--- src/design/prs_pkg.sv ---
// ----------------------------------------------------------------------------
// PRESENT cipher package
// Shared constants, types, the 4-bit S-box and the bit permutation used by
// the nibble-serial PRESENT encryption core.
// ----------------------------------------------------------------------------
package prs_pkg;

    localparam int BLOCK_W   = 64;  // cipher block width
    localparam int KEY_W     = 64;  // width of one key configuration register
    localparam int ROUND_W   = 5;   // round counter width of the key schedule
    localparam int NIB_W     = 4;   // width of the index of one nibble within a block
    localparam int CFG_IDX_W = 2;   // configuration register index width

    // Configuration register indexes.
    localparam logic [CFG_IDX_W-1:0] CFG_KEY_MODE  = 2'd0;
    localparam logic [CFG_IDX_W-1:0] CFG_KEY_UPPER = 2'd1;
    localparam logic [CFG_IDX_W-1:0] CFG_KEY_LOWER = 2'd2;

    // Key schedule modes.
    localparam logic MODE_KEY80  = 1'b0;
    localparam logic MODE_KEY128 = 1'b1;

    typedef enum logic [2:0] {
        S_IDLE,
        S_NIB,
        S_PERM,
        S_FINAL,
        S_DONE
    } t_state;

    typedef struct packed {
        logic load;     // copy the configured key into the key register
        logic advance;  // take one key schedule step
    } t_ks_ctrl;

    typedef struct packed {
        logic load;     // capture the plaintext
        logic step;     // process the low nibble and rotate by one nibble
        logic sub_en;   // pass the nibble through the S-box on a step
        logic perm;     // apply the bit permutation
    } t_dp_ctrl;

    function automatic logic [3:0] sbox(input logic [3:0] x);
        logic [3:0] y;
        unique case (x)
            4'h0: y = 4'hC;
            4'h1: y = 4'h5;
            4'h2: y = 4'h6;
            4'h3: y = 4'hB;
            4'h4: y = 4'h9;
            4'h5: y = 4'h0;
            4'h6: y = 4'hA;
            4'h7: y = 4'hD;
            4'h8: y = 4'h3;
            4'h9: y = 4'hE;
            4'hA: y = 4'hF;
            4'hB: y = 4'h8;
            4'hC: y = 4'h4;
            4'hD: y = 4'h7;
            4'hE: y = 4'h1;
            default: y = 4'h2;
        endcase
        return y;
    endfunction

    // Bit i moves to bit 16*i mod 63; bit 63 stays. Pure wiring.
    function automatic logic [BLOCK_W-1:0] perm_layer(input logic [BLOCK_W-1:0] x);
        logic [BLOCK_W-1:0] y;
        y = '0;
        for (int i = 0; i < BLOCK_W - 1; i++) begin
            y[(16 * i) % 63] = x[i];
        end
        y[BLOCK_W-1] = x[BLOCK_W-1];
        return y;
    endfunction

endpackage

--- src/design/prs_key_sched.sv ---
// ----------------------------------------------------------------------------
// PRESENT key schedule
// Holds the 128-bit key register, steps it once per round and hands out the
// current round key one nibble at a time.
// ----------------------------------------------------------------------------
module prs_key_sched (
    input  logic                           i_clk,
    input  prs_pkg::t_ks_ctrl              i_ctrl,
    input  logic                           i_mode,
    input  logic [prs_pkg::KEY_W-1:0]      i_key_upper,
    input  logic [prs_pkg::KEY_W-1:0]      i_key_lower,
    input  logic [prs_pkg::ROUND_W-1:0]    i_round,
    input  logic [prs_pkg::NIB_W-1:0]      i_nib_idx,
    output logic [3:0]                     o_key_nib
);
    import prs_pkg::*;

    logic [KEY_W-1:0] r_key_hi;
    logic [KEY_W-1:0] r_key_lo;
    logic [KEY_W-1:0] n_key_hi;
    logic [KEY_W-1:0] n_key_lo;
    logic [KEY_W-1:0] w_rot_hi;
    logic [KEY_W-1:0] w_rot_lo;

    always_comb begin
        w_rot_hi = r_key_hi;
        w_rot_lo = r_key_lo;
        n_key_hi = r_key_hi;
        n_key_lo = r_key_lo;
        priority if (i_ctrl.load) begin
            n_key_hi = i_key_upper;
            n_key_lo = (i_mode == MODE_KEY128) ? i_key_lower
                                               : {48'd0, i_key_lower[15:0]};
        end else if (i_ctrl.advance) begin
            if (i_mode == MODE_KEY128) begin
                w_rot_hi = {r_key_hi[2:0], r_key_lo[63:3]};
                w_rot_lo = {r_key_lo[2:0], r_key_hi[63:3]};
                n_key_hi = {sbox(w_rot_hi[63:60]), sbox(w_rot_hi[59:56]),
                            w_rot_hi[55:3], w_rot_hi[2:0] ^ i_round[4:2]};
                n_key_lo = {w_rot_lo[63:62] ^ i_round[1:0], w_rot_lo[61:0]};
            end else begin
                w_rot_hi = {r_key_hi[2:0], r_key_lo[15:0], r_key_hi[63:19]};
                w_rot_lo = {48'd0, r_key_hi[18:3]};
                n_key_hi = {sbox(w_rot_hi[63:60]), w_rot_hi[59:4],
                            w_rot_hi[3:0] ^ i_round[4:1]};
                n_key_lo = {48'd0, w_rot_lo[15] ^ i_round[0], w_rot_lo[14:0]};
            end
        end else begin
            // The key register holds its value.
            n_key_hi = r_key_hi;
            n_key_lo = r_key_lo;
        end
    end

    always_ff @(posedge i_clk) begin
        r_key_hi <= n_key_hi;
        r_key_lo <= n_key_lo;
    end

    // The round key is the top 64 bits of the key register.
    assign o_key_nib = r_key_hi[{i_nib_idx, 2'b00} +: 4];

endmodule

--- src/design/prs_datapath.sv ---
// ----------------------------------------------------------------------------
// PRESENT data path
// A 64-bit shift register that, while stepping, adds key to one nibble per
// cycle (S-box when enabled), plus the bit permutation between rounds.
// ----------------------------------------------------------------------------
module prs_datapath (
    input  logic                           i_clk,
    input  prs_pkg::t_dp_ctrl              i_ctrl,
    input  logic [prs_pkg::BLOCK_W-1:0]    i_plaintext,
    input  logic [3:0]                     i_key_nib,
    output logic [prs_pkg::BLOCK_W-1:0]    o_state
);
    import prs_pkg::*;

    logic [BLOCK_W-1:0] r_state;
    logic [BLOCK_W-1:0] n_state;
    logic [3:0]         w_mix;
    logic [3:0]         w_nib;

    assign w_mix = r_state[3:0] ^ i_key_nib;
    assign w_nib = i_ctrl.sub_en ? sbox(w_mix) : w_mix;

    always_comb begin
        n_state = r_state;
        priority if (i_ctrl.load) begin
            n_state = i_plaintext;
        end else if (i_ctrl.step) begin
            // After sixteen steps every nibble is back in its own place.
            n_state = {w_nib, r_state[BLOCK_W-1:4]};
        end else if (i_ctrl.perm) begin
            n_state = perm_layer(r_state);
        end else begin
            // The state holds its value.
            n_state = r_state;
        end
    end

    always_ff @(posedge i_clk) begin
        r_state <= n_state;
    end

    assign o_state = r_state;

endmodule

--- src/design/present_block_encrypt.sv ---
// ----------------------------------------------------------------------------
// PRESENT block encryption core
// Each block runs nibble-serial rounds: in a round the state is keyed and
// substituted one nibble at a time, then permuted while the key schedule
// steps; after the last round the final round key is added nibble by
// nibble. A new block is taken only once the previous result has come out.
// Reset (synchronous, active low) clears the control state and the key
// configuration; the result is a one-cycle strobe that cannot be stalled.
// ----------------------------------------------------------------------------
module present_block_encrypt #(
    parameter int ROUND_KEYS = 32
) (
    input  logic                                i_clk,
    input  logic                                i_rst_n,
    // Command channel: an item is taken when start is high and busy is low.
    input  logic                                start,
    output logic                                busy,
    input  logic [prs_pkg::BLOCK_W-1:0]         i_plaintext,
    // Result strobe: one cycle, ciphertext valid in that cycle.
    output logic                                o_done,
    output logic [prs_pkg::BLOCK_W-1:0]         o_ciphertext,
    // Configuration write channel.
    input  logic                                i_cfg_valid,
    output logic                                o_cfg_ready,
    input  logic [prs_pkg::CFG_IDX_W-1:0]       i_cfg_index,
    input  logic [prs_pkg::KEY_W-1:0]           i_cfg_data
);
    import prs_pkg::*;

    // The round counter also feeds the key schedule, whose constant is five
    // bits wide, so the last round number must fit in five bits.
    localparam logic [ROUND_W-1:0] LAST_ROUND = ROUND_W'(ROUND_KEYS - 1);

    // Configuration registers.
    logic             r_key_mode;
    logic [KEY_W-1:0] r_key_upper;
    logic [KEY_W-1:0] r_key_lower;

    // Control state.
    t_state              r_state;
    t_state              n_state;
    logic [NIB_W-1:0]    r_nib;
    logic [NIB_W-1:0]    n_nib;
    logic [ROUND_W-1:0]  r_round;
    logic [ROUND_W-1:0]  n_round;
    logic [ROUND_W-1:0]  w_round_inc;

    t_ks_ctrl  w_ks_ctrl;
    t_dp_ctrl  w_dp_ctrl;
    logic [3:0] w_key_nib;
    logic       w_accept;

    assign w_accept    = start && !busy;
    assign w_round_inc = r_round + ROUND_W'(1);

    // The configuration port never pushes back. Writes to an index beyond
    // the register list are taken and dropped.
    assign o_cfg_ready = 1'b1;

    always_ff @(posedge i_clk) begin
        if (!i_rst_n) begin
            r_key_mode  <= MODE_KEY80;
            r_key_upper <= '0;
            r_key_lower <= '0;
        end else if (i_cfg_valid) begin
            unique case (i_cfg_index)
                CFG_KEY_MODE:  r_key_mode  <= i_cfg_data[0];
                CFG_KEY_UPPER: r_key_upper <= i_cfg_data;
                CFG_KEY_LOWER: r_key_lower <= i_cfg_data;
                default: ;
            endcase
        end
    end

    // Next state. A round is S_NIB over all sixteen nibbles (key addition
    // and S-box, one nibble per cycle) followed by S_PERM, in which
    // the permutation and the key schedule step both happen. After the last
    // round S_FINAL adds the last round key nibble by nibble.
    always_comb begin
        n_state = r_state;
        unique case (r_state)
            S_IDLE:  if (w_accept) n_state = S_NIB;
            S_NIB:   if (r_nib == '1) n_state = S_PERM;
            S_PERM:  n_state = (w_round_inc == LAST_ROUND) ? S_FINAL : S_NIB;
            S_FINAL: if (r_nib == '1) n_state = S_DONE;
            S_DONE:  n_state = S_IDLE;
            default: n_state = S_IDLE;
        endcase
    end

    // Outputs and counter updates.
    always_comb begin
        w_ks_ctrl = '0;
        w_dp_ctrl = '0;
        n_nib     = '0;
        n_round   = r_round;
        busy      = 1'b1;
        o_done    = 1'b0;
        unique case (r_state)
            S_IDLE: begin
                busy = 1'b0;
                if (start) begin
                    w_ks_ctrl.load = 1'b1;
                    w_dp_ctrl.load = 1'b1;
                    n_round        = '0;
                end
            end
            S_NIB: begin
                w_dp_ctrl.step   = 1'b1;
                w_dp_ctrl.sub_en = 1'b1;
                n_nib            = r_nib + NIB_W'(1);
            end
            S_PERM: begin
                w_dp_ctrl.perm    = 1'b1;
                w_ks_ctrl.advance = 1'b1;
                n_round           = w_round_inc;
            end
            S_FINAL: begin
                w_dp_ctrl.step = 1'b1;
                n_nib          = r_nib + NIB_W'(1);
            end
            S_DONE: begin
                o_done = 1'b1;
            end
            default: ;
        endcase
    end

    always_ff @(posedge i_clk) begin
        if (!i_rst_n) begin
            r_state <= S_IDLE;
            r_nib   <= '0;
            r_round <= '0;
        end else begin
            r_state <= n_state;
            r_nib   <= n_nib;
            r_round <= n_round;
        end
    end

    prs_key_sched u_key_sched (
        .i_clk       (i_clk),
        .i_ctrl      (w_ks_ctrl),
        .i_mode      (r_key_mode),
        .i_key_upper (r_key_upper),
        .i_key_lower (r_key_lower),
        .i_round     (w_round_inc),
        .i_nib_idx   (r_nib),
        .o_key_nib   (w_key_nib)
    );

    prs_datapath u_datapath (
        .i_clk       (i_clk),
        .i_ctrl      (w_dp_ctrl),
        .i_plaintext (i_plaintext),
        .i_key_nib   (w_key_nib),
        .o_state     (o_ciphertext)
    );

    // An accepted item keeps the block busy in the next cycle.
    a_accept_busy: assert property (@(posedge i_clk) disable iff (!i_rst_n)
        start && !busy |=> busy)
        else $error("busy did not rise after an accepted item");

    // The result strobe lasts exactly one cycle and frees the block.
    a_done_single: assert property (@(posedge i_clk) disable iff (!i_rst_n)
        o_done |=> !o_done && !busy)
        else $error("result strobe longer than one cycle");

    // A result only comes out once every round has run.
    a_done_rounds: assert property (@(posedge i_clk) disable iff (!i_rst_n)
        o_done |-> r_round == LAST_ROUND)
        else $error("result before the last round");

    // The round counter never passes the last round.
    a_round_range: assert property (@(posedge i_clk) disable iff (!i_rst_n)
        r_round <= LAST_ROUND)
        else $error("round counter out of range");

endmodule
--- config.mk ---
export PLATFORM = sky130hd
export DESIGN_NAME = present_block_encrypt
export DESIGN_NICKNAME = d
export VERILOG_FILES = /design/src/design/prs_pkg.sv /design/src/design/prs_key_sched.sv /design/src/design/prs_datapath.sv /design/src/design/present_block_encrypt.sv
export SDC_FILE = /design/constraint.sdc
export NUM_CORES = 1
export LEC_CHECK = 0
export BUFFER_PORTS_ARGS = -buffer_cell sky130_fd_sc_hd__clkbuf_2
export CAP_MARGIN = 0
export CORE_MARGIN = 2
export CORE_UTILIZATION = 30
export CTS_CLUSTER_SIZE = 25
export DETAILED_ROUTE_END_ITERATION = 7
export GPL_ROUTABILITY_DRIVEN = 1
export PLACE_DENSITY = 0.44
export SYNTH_ARGS = -nofsm -noshare
export SYNTH_HDL_FRONTEND = slang
export SYNTH_SLANG_ARGS = --single-unit
--- constraint.sdc ---
create_clock -name i_clk -period 5.5 [get_ports i_clk]
set_clock_uncertainty 0.15 [all_clocks]
set_input_delay 0.275 -clock i_clk [delete_from_list [all_inputs] [get_ports i_clk]]
set_output_delay 0.275 -clock i_clk [all_outputs]
set_load 0.02 [all_outputs]
# Yosys cells after proc, flatten, opt, wreduce, memory -nomap -nowiden
# Memory sizes are Yosys's and may differ from the RTL's. A register that Yosys moved wholly into a read port is not among the register bits.
# Index checks and enable logic that the tools add are counted.
# W data, S select, Z words.
# op_classes
addsub,2
n_eq_ne,12
shift,1
mux,28
n_bitwise,5
n_reduce_logical,14
# ops
operator,n
$mux W64,9
$shiftx A64 B7 Y4,1
$mux W63,1
$mux W4,4
$pmux W3 S4,1
$pmux W5 S2,1
$reduce_and A2 Y1,5
$mux W3,3
$ne A2 B2 Y1 const B,4
$xor A4 B4 Y4,2
$mux W1,7
$eq A3 B2 Y1 const B,2
$reduce_bool A2 Y1,3
$add A5 B1 Y5 const B,1
$eq A5 B5 Y1 const B,1
$mux W5,1
$add A4 B1 Y4 const B,1
$eq A4 B4 Y1 const B,1
$eq A3 B1 Y1 const B,1
$eq A3 B3 Y1 const B,1
$logic_not A3 Y1,1
$reduce_and A3 Y1,1
$reduce_bool A3 Y1,1
$xor A3 B3 Y3,1
other kinds (8),8
# word_totals
regBits,333
romBits,256
n_memories,4
# mem_list
memory,words,width,rd,rd_clocked_by_memory_dff,write_ports,line,text
(no name shown),16,4,1,0,0,prs_pkg.sv:45,unique case (x)
(no name shown),16,4,1,1,0,prs_pkg.sv:45,
(no name shown),16,4,1,1,0,prs_pkg.sv:45,
(no name shown),16,4,1,1,0,prs_pkg.sv:45,

# Depth between registers and ports, before layout
# Gate-level depths: netlist of the first run.
# logic_depth
depth_word,6
depth_mapped,12

# Modules after synthesis
# From an unflattened synthesis of the first run, not the netlist that was laid out.
# hier_totals
cells_unflattened,1556
hier_area_um2,16203.0
# by_module_without_submodules
module,instances,cells_per_inst,area_each_um2,seq_area_each_um2
prs_key_sched,1,616,7639.8,4083.9
present_block_encrypt,1,632,5093.6,2822.7
prs_datapath,1,308,3469.6,1921.8

# Least setup slack after synthesis of the first run
# Ideal clock, no wire load.
# synth_timing
path_type,register -> register
from,reg r_state[1]
to,reg (tool-made name)
setup_ps,134
arrival_ps,4009
t_required_ps,5216
path_slack_ps,1206
stages_incl_launch_ff,10
period_less_slack_ps,4294
path_cell_list,dfxtp_1 clkbuf_1 nor3b_1 nor2_1 inv_2 mux2i_1 inv_1 ha_1 inv_1 mux4_2
# synth_rtl
element,line,text
from (decl),present_block_encrypt.sv:40,t_state r_state;
from (signal assigned),present_block_encrypt.sv:135,r_state <= n_state;

# Final worst setup path of the first run
# layout_timing
from,reg r_nib[2]
to,"reg u_datapath.r_state[62] (netlist: u_datapath.o_state[62]), data pin"
# layout_between
elab_chain_cells,6
# layout_lines
element,line,text
from (decl),present_block_encrypt.sv:42,logic [NIB_W-1:0] r_nib;
from (signal assigned),present_block_encrypt.sv:136,r_nib <= n_nib;
$shiftx A64 B7 Y4 *,prs_key_sched.sv:61,"assign o_key_nib = r_key_hi[{i_nib_idx, 2'b00} +: 4];"
$xor A4 B4 Y4 *,prs_datapath.sv:20,assign w_mix = r_state[3:0] ^ i_key_nib;
$mem_v2 Z16 W4,n/a,
$mux W4 *,prs_datapath.sv:21,assign w_nib = i_ctrl.sub_en ? sbox(w_mix) : w_mix;
$mux W64 *,prs_datapath.sv:27,end else if (i_ctrl.step) begin
$mux W64 *,prs_datapath.sv:25,priority if (i_ctrl.load) begin
via u_datapath.n_state[62],prs_datapath.sv:16,logic [BLOCK_W-1:0] n_state;
to (signal assigned),prs_datapath.sv:39,r_state <= n_state;
to (decl),prs_datapath.sv:15,logic [BLOCK_W-1:0] r_state;
# The timed path passes the listed nets; every way through them passes the cells marked *. The select of a mux whose other input is x is not followed.
# A chain may end at the register's enable or synchronous reset.

==> results of run 1 <==
-- critical path, stage by stage (launching register included) --
cell and delay (ps):
dfxtp_1 1010, mux4_1 650, mux4_2 540, xnor2_4 250
inv_1 120, ha_1 340, mux2i_1 160, a2bb2oi_1 100
a32o_1 280
-- cell usage after synthesis (3+ instances only) --
library cell	instances	share of area
a21boi_0	131	0.061
a21oi_1	60	0.019
a22o_1	3	0.0016
a22oi_1	60	0.028
and3_1	5	0.0019
buf_1	7	0.0016
buf_2	4	0.0012
buf_4	3	0.0014
clkbuf_1	101	0.024
dfxtp_1	153	0.19
edfxtp_1	192	0.36
ha_1	20	0.016
inv_1	18	0.0042
mux2_2	8	0.0056
mux2i_1	70	0.043
mux4_1	4	0.0065
mux4_2	21	0.029
nand2_1	585	0.14
nand3_1	5	0.0016
nand3b_1	3	0.0014
nor2_1	32	0.0075
nor2b_1	6	0.0023
nor3b_1	3	0.0014
o21ai_0	64	0.020
o21ai_1	3	0.00093
o311ai_0	3	0.0016
xnor2_1	12	0.0065
xor2_1	4	0.0022
-- routing by layer --
| metal | share of wire | vias up | global-route usage |
|---|---|---|---|
| met3 | 0.048 | 60 | 0.0289 |
| li1 | - | 6165 | - |
| met2 | 0.47 | 325 | 0.316 |
| met5 | 0.00024 | - | 0 |
| met1 | 0.46 | 6314 | 0.253 |
| met4 | 0.019 | 2 | 0.0515 |
-- state kept, by name, summed over array words and instances (netlist names), named ones only --
signal,cells
r_key_mode,1
u_key_sched.r_key_hi,64
r_state,3
r_key_upper,64
r_key_lower,64
u_datapath.o_state,64
r_nib,4
u_key_sched.r_key_lo,64
r_round,5
-- metrics by stage --
stage | utilization | setup WS [ps]
CTS | 0.384 | 1580
global route | 0.384 | 1420
floorplan | - | 1210
global placement | 0.334 | 1770
finish | 0.384 | 1630
detailed placement | 0.334 | 1580
-- report_power, final --
part | internal, mW | leakage, nW | total (mW) | switching (mW)
Clock | 1.57 | 0.647 | 2.67 | 1.10
Combinational | 0.641 | 3.79 | 1.69 | 1.05
Sequential | 3.27 | 3.16 | 3.68 | 0.418
-- cell families after synthesis --
| kind of cell | count (synthesis) | synth area share |
|---|---|---|
| AOI/OAI and AO/OA | 342 | 0.142 |
| DFF | 345 | 0.548 |
| xor gates and xnor gates | 22 | 0.0174 |
| buffers and inverters | 136 | 0.0332 |
| adders and majority gates | 20 | 0.0155 |
| and+or+nand+nor | 653 | 0.159 |
| other | 1 | 0.000233 |
| muxes | 103 | 0.0849 |
-- path summary, 6_finish.rpt --
check / slack (ps) / depth (start not counted) / end
worst max-delay path: 1630 / 8 / u_datapath.o_state[62]
worst min-delay path: 40 / 5 / r_key_mode
worst max register to register: 1630 / 8 / u_datapath.o_state[62]
worst min register to register: 310 / 2 / r_key_upper[24]
-- timing repair --
action / in CTS / in global routing
hold buffers: 131 / 0
endpoints found under the hold margin: 194 / 0
endpoints found under the setup margin: 0 / 0
-- layout make-up --
cell class	instances	area [µm²]
clock buffers	62	1220
inverters	20	77.6
clock inverters	14	96.3
well taps	688	861
diodes	2	5.00
multi-input cells	1141	6770
repair buffers	345	2430
flip-flops and latches	345	8830
fillers	5322	32600
==> run_results.csv, run 1 <==
group,metric,value,unit
die,dieArea,0.0556,mm²
grt,grt_pass1_wl,79700,µm
route,vias,12900,
cells_and_area,final_cell_area,0.0203,mm²
worst_setup_path,worstSetupPathType,"reg2reg",
yosys,ys_seq_elements,345,
pwr,total_power,8.05,mW
die,ioPinCount,201,
outcome,status,"finished, violations left",
grt,antenna_found_initial,2,
worst_setup_path,cp.required,5660,ps
cts,postCtsResizedCells,0,
yosys,syn_nets,1776,
cts,cts_inserted_buffers,41,
route,wl_per_cell,20.4,µm
min_path,worstHoldStart,"i_cfg_index[0]",
cells_and_area,final_cell_mix,"584 x nand2_1, 198 x clkbuf_2, 192 x edfxtp_1",
yosys,ys_seq_area_frac,0.548,
cts,insertion_delay,570,ps
route,drc_errors,0,
grt,first_global_vias,12700,
yosys,ys.warnings.count,0,
cts,cts_root_buf,"clkbuf_16",
cells_and_area,stdcell_count,2617,
timing,final.period_utilization,0.703,
die,core,0.0529,mm²
worst_setup_path,startpoint_type,"register",
yosys,synth_edf_count,192,
yosys,ys.flop_type,"edfxtp_1",
place,gp_congestion,0.849,
timing,max_freq,259,MHz
min_path,hp-class,"in2reg",
timing,hold_viol_final,0,
place,port_buffers,199,
grt,track_usage,0.188,
die,die_w,236,µm
pwr,p_leak,7.60,nW
die,start_util,0.305,
pwr,p_per_area,396,mW/mm²
cells_and_area,syn_to_final_growth,25.9,%
place,place_hpwl,35500,µm
yosys,synth_cells,1622,
route,drt_iter0_drc,912,
cells_and_area,final_common_cell,"nand2_1",
timing,whs,40.8,ps
cts,postCtsSetupBuffers,0,
cells_and_area,final_nets,2048,
timing,slew_viol_final,104,
cts,cts_tree,"built",
timing,rsz0062_at_grt,"no",
die,die_y,236,µm
timing,tightest_slew,1550,ps
worst_setup_path,path_max_fanout,20,
grt,grt_max_degree,251,
worst_setup_path,r2r_start,"r_nib[2]",
route,ant_nets,0,
cells_and_area,drive_gt1_frac,0.166,
die,num_rows,84,
yosys,avgSynthCellArea,9.94,µm²
worst_setup_path,startpoint,"r_nib[2]",
timing,min_period,3870,ps
cts,clockBufferDepth,3,
timing,max_slew_margin,-0.0352,
timing,fin_tns_setup,0,ps
place,dpl_cell_area,0.0177,mm²
run,max-cap-violations,0,
yosys,async_flop_share,0,
route,routed_via_density,4.92,
cts,cts.reportedPaths.clkPinSlew,60,ps
yosys,netlist_area,0.0161,mm²
route,wirelength,53500,µm
place,dp_cells,2408,
yosys,yosysUniqueCellTypes,59,
cts,clock_sink_count,345,
timing,finalSetupViolations,0,
pwr,vdd_ir_drop_max,0.000209,V
worst_setup_path,worstPathArrival,4030,ps
route,dr.pass1.iters,5,
worst_setup_path,end_kind,"register",
grt,overflow,0,
cts,htreeDepth,2,
outcome,failed_checks,"max-slew violations",
Power figures use the tool's default switching activity.
==> inputs of run 2 (changes only) <==
--- a/config.mk
+++ b/config.mk
@@ -5,6 +5,7 @@
 export SDC_FILE = /design/constraint.sdc
 export NUM_CORES = 1
 export LEC_CHECK = 0
+export ABC_AREA = 1
 export BUFFER_PORTS_ARGS = -buffer_cell sky130_fd_sc_hd__clkbuf_2
 export CAP_MARGIN = 0
 export CORE_MARGIN = 2
@@ -12,7 +13,7 @@
 export CTS_CLUSTER_SIZE = 25
 export DETAILED_ROUTE_END_ITERATION = 7
 export GPL_ROUTABILITY_DRIVEN = 1
-export PLACE_DENSITY = 0.44
+export PLACE_DENSITY = 0.45
 export SYNTH_ARGS = -nofsm -noshare
 export SYNTH_HDL_FRONTEND = slang
 export SYNTH_SLANG_ARGS = --single-unit
==> constraint.sdc (replaced) <==
create_clock -name i_clk -period 3.1 [get_ports i_clk]
set_clock_uncertainty 0.15 [all_clocks]
set_input_delay 0.155 -clock i_clk [delete_from_list [all_inputs] [get_ports i_clk]]
set_output_delay 0.155 -clock i_clk [all_outputs]
set_load 0.02 [all_outputs]
==> run_results.csv, run 2 <==
group,metric,value,unit
outcome,status,"finished clean",
yosys,ys.flop_type,"edfxtp_1",
worst_setup_path,crit_buf_inv,2,
worst_setup_path,cp.required,3400,ps
yosys,synth_cells,1936,
cts,cts_tree,"built",
die,ioPinCount,201,
yosys,ys_seq_area_frac,0.547,
timing,min_period,2520,ps
cells_and_area,drive_gt1_frac,0.150,
route,wl_per_cell,19.4,µm
yosys,synth_common_cells,"434 x nand2_1, 346 x nor2_1, 194 x o21ai_0",
yosys,yosysUniqueCellTypes,47,
yosys,syn_nets,2090,
cts,cts.reportedPaths.clkPinSlew,60,ps
yosys,synth.largest_area_cell,"edfxtp_1",
timing,tightest_slew,780,ps
cells_and_area,final_cell_mix,"432 x nand2_1, 346 x nor2_1, 198 x clkbuf_2",
place,port_buffers,199,
route,wirelength,57200,µm
worst_setup_path,worstPathArrival,2820,ps
worst_setup_path,path_common_cell,"nand2_1",
worst_setup_path,worstSetupPathType,"reg2reg",
cells_and_area,final_common_cell,"nand2_1",
yosys,avgSynthCellArea,8.34,µm²
cells_and_area,syn_to_final_growth,26.9,%
yosys,ys.warnings.count,0,
pwr,p_leak,8.86,nW
place,gp_congestion,0.870,
cts,clock_sink_count,345,
yosys,synth_most_common_cell,"nand2_1",
place,place_hpwl,39300,µm
cts,postCtsResizedCells,0,
timing,max_slew_margin,0.480,
pwr,p_per_area,874,mW/mm²
die,core,0.0535,mm²
run,max-cap-violations,0,
die,die_w,236,µm
grt,first_global_vias,14300,
cts,cts_root_buf,"clkbuf_16",
cells_and_area,nFillCells,5545,
worst_setup_path,slowest_stage,"ha_1",
yosys,synth_top_area_frac,0.357,
yosys,synth.area.top_cells,"edfxtp_1 36%, dfxtp_1 19%, nand2_1 10%, nor2_1 8.0%, o21ai_0 6.0%",
yosys,synth_edf_count,192,
worst_setup_path,crit_family,"adder cells",
cts,insertion_delay,560,ps
route,drc_errors,0,
cts,clockBufferDepth,3,
timing,slew_viol_final,0,
route,dr.pass1.iters,5,
timing,hold_viol_final,0,
route,routed_via_density,4.90,
worst_setup_path,crit_chain,"inv_1 > ha_1 > or2_2 > a311oi_2 > o21a_1 > clkinv_1 > ha_1 > nand3_1 > nand2_1 > nand2_1 > nand2_1",
grt,grt_pass1_wl,87000,µm
min_path,hp-class,"in2reg",
cells_and_area,final_nets,2377,
yosys,ys_seq_elements,345,
route,vias,14500,
worst_setup_path,end_kind,"register",
grt,track_usage,0.203,
timing,fin_tns_setup,0,ps
timing,finalSetupViolations,0,
die,start_util,0.302,
worst_setup_path,critical_path.max_stage_delay,360,ps
grt,grt_max_degree,109,
timing,setup_slack,583,ps
grt,overflow,0,
cts,htreeDepth,2,
yosys,netlist_area,0.0162,mm²
grt,antenna_found_initial,1,
die,die_y,236,µm
timing,rsz0062_at_grt,"no",
cts,cts_inserted_buffers,42,
timing,max_freq,397,MHz
timing,final.period_utilization,0.812,
die,num_rows,85,
die,dieArea,0.0557,mm²
timing,whs,224,ps
route,ant_nets,0,
yosys,async_flop_share,0,
worst_setup_path,startpoint_type,"register",
pwr,vdd_ir_drop_max,0.000387,V
worst_setup_path,path_max_fanout,5,
place,dpl_worst_slack,585,ps
route,drt_iter0_drc,1354,
cells_and_area,diodes,0,
## run 2: path summary, 6_finish.rpt
kind,from,to,slack [ps],cells past startpoint
worst max-delay path,r_round[0],register,580,11
worst min-delay path,i_cfg_data[56],r_key_upper[56],220,4
worst max register to register,r_round[0],register,580,11
worst min register to register,r_round[4],r_round[4],340,2
## run 2: per-stage QoR
stage / std cells / utilization / power [mW] / area (µm²)
floorplan: 1936 / - / 10.7 / 16200
global placement: 2741 / 0.333 / 13.0 / 17800
detailed placement: 2741 / 0.333 / 13.0 / 17800
CTS: 2952 / 0.383 / 18.0 / 20500
global route: 2952 / 0.383 / 18.9 / 20500
finish: 2952 / 0.383 / 17.9 / 20500
## run 2: tightest hold or removal path, stage by stage
cell and delay [ps]:
dlygate4sd3_1 520, clkbuf_2 110, nor2_1 40, nor2_1 80
## run 2: final cells by class
type	instances	area, µm²	area share
Tap cell	696	871	0.0425
Sequential cell	345	8830	0.431
Clock inverter	14	121	0.00592
Clock buffer	63	1220	0.0596
Timing Repair Buffer	366	2660	0.130
Inverter	138	523	0.0255
Multi-Input combinational cell	1330	6270	0.306
## run 2: layer usage
layer / up-vias / part of all wire / track usage
met1: 6979 / 0.48 / 0.294
met4: 0 / 0.023 / 0.0583
met2: 357 / 0.45 / 0.317
met3: 77 / 0.049 / 0.0262
li1: 7050 / - / -
met5: - / 0 / 0
## run 2: kinds of logic (layout without fill, tap and decap cells)
family                   after synthesis  after routing  share of synthesized area
other                                  1              1                   0.000232
AO/OA/AOI/OAI                        397            397                      0.143
adder cells (fa/ha/maj)               20             20                     0.0155
buffers and inverters                261            581                     0.0662
XOR/XNOR                               7              7                    0.00426
AND/OR/NAND/NOR                      905            905                      0.224
flip-flops                           345            345                      0.547
## run 2: repair_timing
action | 4_1_cts | 5_1_grt
setup endpoints to repair | 0 | 0
hold buffers | 134 | 0
buffers inserted | 0 | 0
hold endpoints to repair | 195 | 0
## run 2: power by group
| group | switching [mW] | internal (mW) | total, mW | leakage, nW |
|---|---|---|---|---|
| Clock | 1.97 | 2.88 | 4.85 | 0.667 |
| Combinational | 3.94 | 1.75 | 5.69 | 5.04 |
| Sequential | 0.885 | 6.49 | 7.37 | 3.15 |
| Total | 6.80 | 11.1 | 17.9 | 8.86 |
==> inputs of run 3 (changes only) <==
==> constraint.sdc (replaced) <==
create_clock -name i_clk -period 2.1 [get_ports i_clk]
set_clock_uncertainty 0.15 [all_clocks]
set_input_delay 0.105 -clock i_clk [delete_from_list [all_inputs] [get_ports i_clk]]
set_output_delay 0.105 -clock i_clk [all_outputs]
set_load 0.02 [all_outputs]
==> run_results.csv, run 3 (same netlist as run 2, synthesis figures left out) <==
group,metric,value,unit
route,vias,15400,
grt,grt_max_degree,101,
min_path,worstHoldStart,"i_cfg_index[1]",
die,die_w,236,µm
pwr,p_leak,10.0,nW
cells_and_area,final_common_cell,"nand2_1",
cts,insertion_delay,570,ps
min_path,hp-class,"in2reg",
cells_and_area,final_cell_mix,"377 x nand2_1, 342 x nor2_1, 198 x clkbuf_2",
cts,clock_sink_count,345,
timing,rsz0062_at_grt,"yes",
cts,cts_root_buf,"clkbuf_16",
timing,slew_viol_final,0,
grt,first_global_vias,15100,
worst_setup_path,r2r_start,"r_nib[0]",
timing,max_freq,437,MHz
worst_setup_path,r2r_cells,17,
cts,clockBufferDepth,3,
pwr,p_per_area,1270,mW/mm²
place,place_hpwl,41000,µm
route,ant_nets,0,
cells_and_area,nFillCells,5356,
die,num_rows,85,
cells_and_area,final_nets,2563,
timing,hold_viol_final,0,
cells_and_area,fin_util,0.432,
die,core,0.0535,mm²
min_path,hold_depth,5,
route,drt_iter0_drc,1384,
route,wirelength,60300,µm
pwr,vdd_ir_drop_max,0.000594,V
place,dp_cells,2894,
timing,tightest_slew,614,ps
worst_setup_path,startpoint_type,"register",
worst_setup_path,reg2reg_slack,-190,ps
timing,fin_tns_setup,-1340,ps
worst_setup_path,end_kind,"register",
grt,overflow,0,
timing,max_slew_margin,0.591,
timing,finalSetupViolations,13,
die,start_util,0.302,
cts,htreeDepth,2,
route,routed_via_density,4.90,
die,die_y,236,µm
cts,cts_tree,"built",
grt,antenna_found_initial,2,
cells_and_area,syn_to_final_growth,43.1,%
timing,min_period,2290,ps
place,gp_congestion,0.875,
route,dr.pass1.iters,5,
cells_and_area,drive_gt1_frac,0.275,
outcome,failed_checks,"negative setup slack",
cts,cts_inserted_buffers,42,
route,drc_errors,0,
grt,grt_pass1_wl,90900,µm
cts,cts.reportedPaths.clkPinSlew,60,ps
worst_setup_path,worstPathArrival,2460,ps
die,dieArea,0.0557,mm²
timing,whs,46.9,ps
run,max-cap-violations,0,
worst_setup_path,reg2reg_to,"u_datapath.o_state[61]",
place,dpl_worst_slack,-309,ps
die,ioPinCount,201,
worst_setup_path,worstSetupPathType,"reg2reg",
grt,track_usage,0.211,
timing,setup_slack,-188,ps
timing,final.period_utilization,1.09,
route,wl_per_cell,19.2,µm
outcome,status,"finished, violations left",
cells_and_area,multi_input_area,0.00709,mm²
worst_setup_path,cp.required,2270,ps
min_path,worst_hold_path.endpoint,"r_key_upper[8]",
place,port_buffers,199,
worst_setup_path,path_max_fanout,6,
cells_and_area,ff_latch_area,0.00885,mm²
cells_and_area,stdcell_count,3140,
## run 3: cell count changes in the layout (fill, tap and decap cells not counted), sizes merged, moves of 2 or more
cell      previous run  this run
buf                 34       213
bufinv               2         0
inv                137       141
clkbuf             261       265
clkinv              13        11
clkinvlp             0         2
## run 3: stage by stage
stage                     power [mW]  instance area (µm²)
after floorplan                 15.9                16300
after global placement          20.6                19200
after detailed placement        20.6                19200
after CTS                       28.5                22300
after global routing            30.9                23100
final                           29.4                23100
## run 3: per-layer routing
| metal | GRT usage | up-vias | wire length, µm |
|---|---|---|---|
| met4 | 0.0755 | 0 | 1710 |
| li1 | - | 7433 | - |
| met2 | 0.324 | 405 | 27000 |
| met5 | 0 | - | 0 |
| met1 | 0.304 | 7438 | 28900 |
| met3 | 0.0288 | 100 | 2750 |
## run 3: final cells by class
type | count | area share
timing repair buffer | 550 | 0.189
sequential | 345 | 0.383
clock inverter | 14 | 0.00395
multi-input combinational | 1330 | 0.307
antenna | 1 | 0.000108
tap | 696 | 0.0377
timing repair inverter | 2 | 0.00179
inverter | 138 | 0.0250
clock buffer | 64 | 0.0526
## run 3: worst max-delay path, cell delays in order, from the launching register on
cell,delay (ps)
dfxtp_4,400
buf_12,150
buf_12,150
clkinv_16,80
nand2_4,60
nand3_2,80
nand2_2,80
nand2_2,60
nand2_4,100
inv_6,50
nand2_4,60
nand2_1,60
nand2_2,130
nand3_1,110
nand3_2,80
nand3_2,90
nand2_1,80
nand2_1,60
## run 3: how the worst max path moves through the flow
| stage | from | to | slack (ps) | cells past startpoint |
|---|---|---|---|---|
| after floorplan | r_state[2] | register | -180 | 13 |
| after global placement | r_nib[0] | u_datapath.o_state[62] | -310 | 15 |
| after detailed placement | r_nib[0] | u_datapath.o_state[61] | -310 | 15 |
| after CTS | r_nib[0] | u_datapath.o_state[61] | -210 | 17 |
| after global routing | r_nib[0] | u_datapath.o_state[60] | -290 | 18 |
| final | r_nib[0] | u_datapath.o_state[61] | -190 | 17 |
## run 3: what timing repair did
| item | CTS | global route |
|---|---|---|
| pin swaps | 39 | 82 |
| gates resized for setup | 82 | 145 |
| buffers inserted | 12 | 16 |
| endpoints found under the hold margin | 197 | 0 |
| hold buffers | 135 | 0 |
| cloned | 3 | 5 |
| endpoints found under the setup margin | 57 | 120 |
## run 3: power breakdown
group	internal, mW	total (mW)	leakage (nW)	switching, mW
clock	4.01	7.00	0.644	2.99
combinational	4.54	11.5	6.23	6.95
sequential	9.58	10.9	3.16	1.29
total	18.1	29.4	10.0	11.2
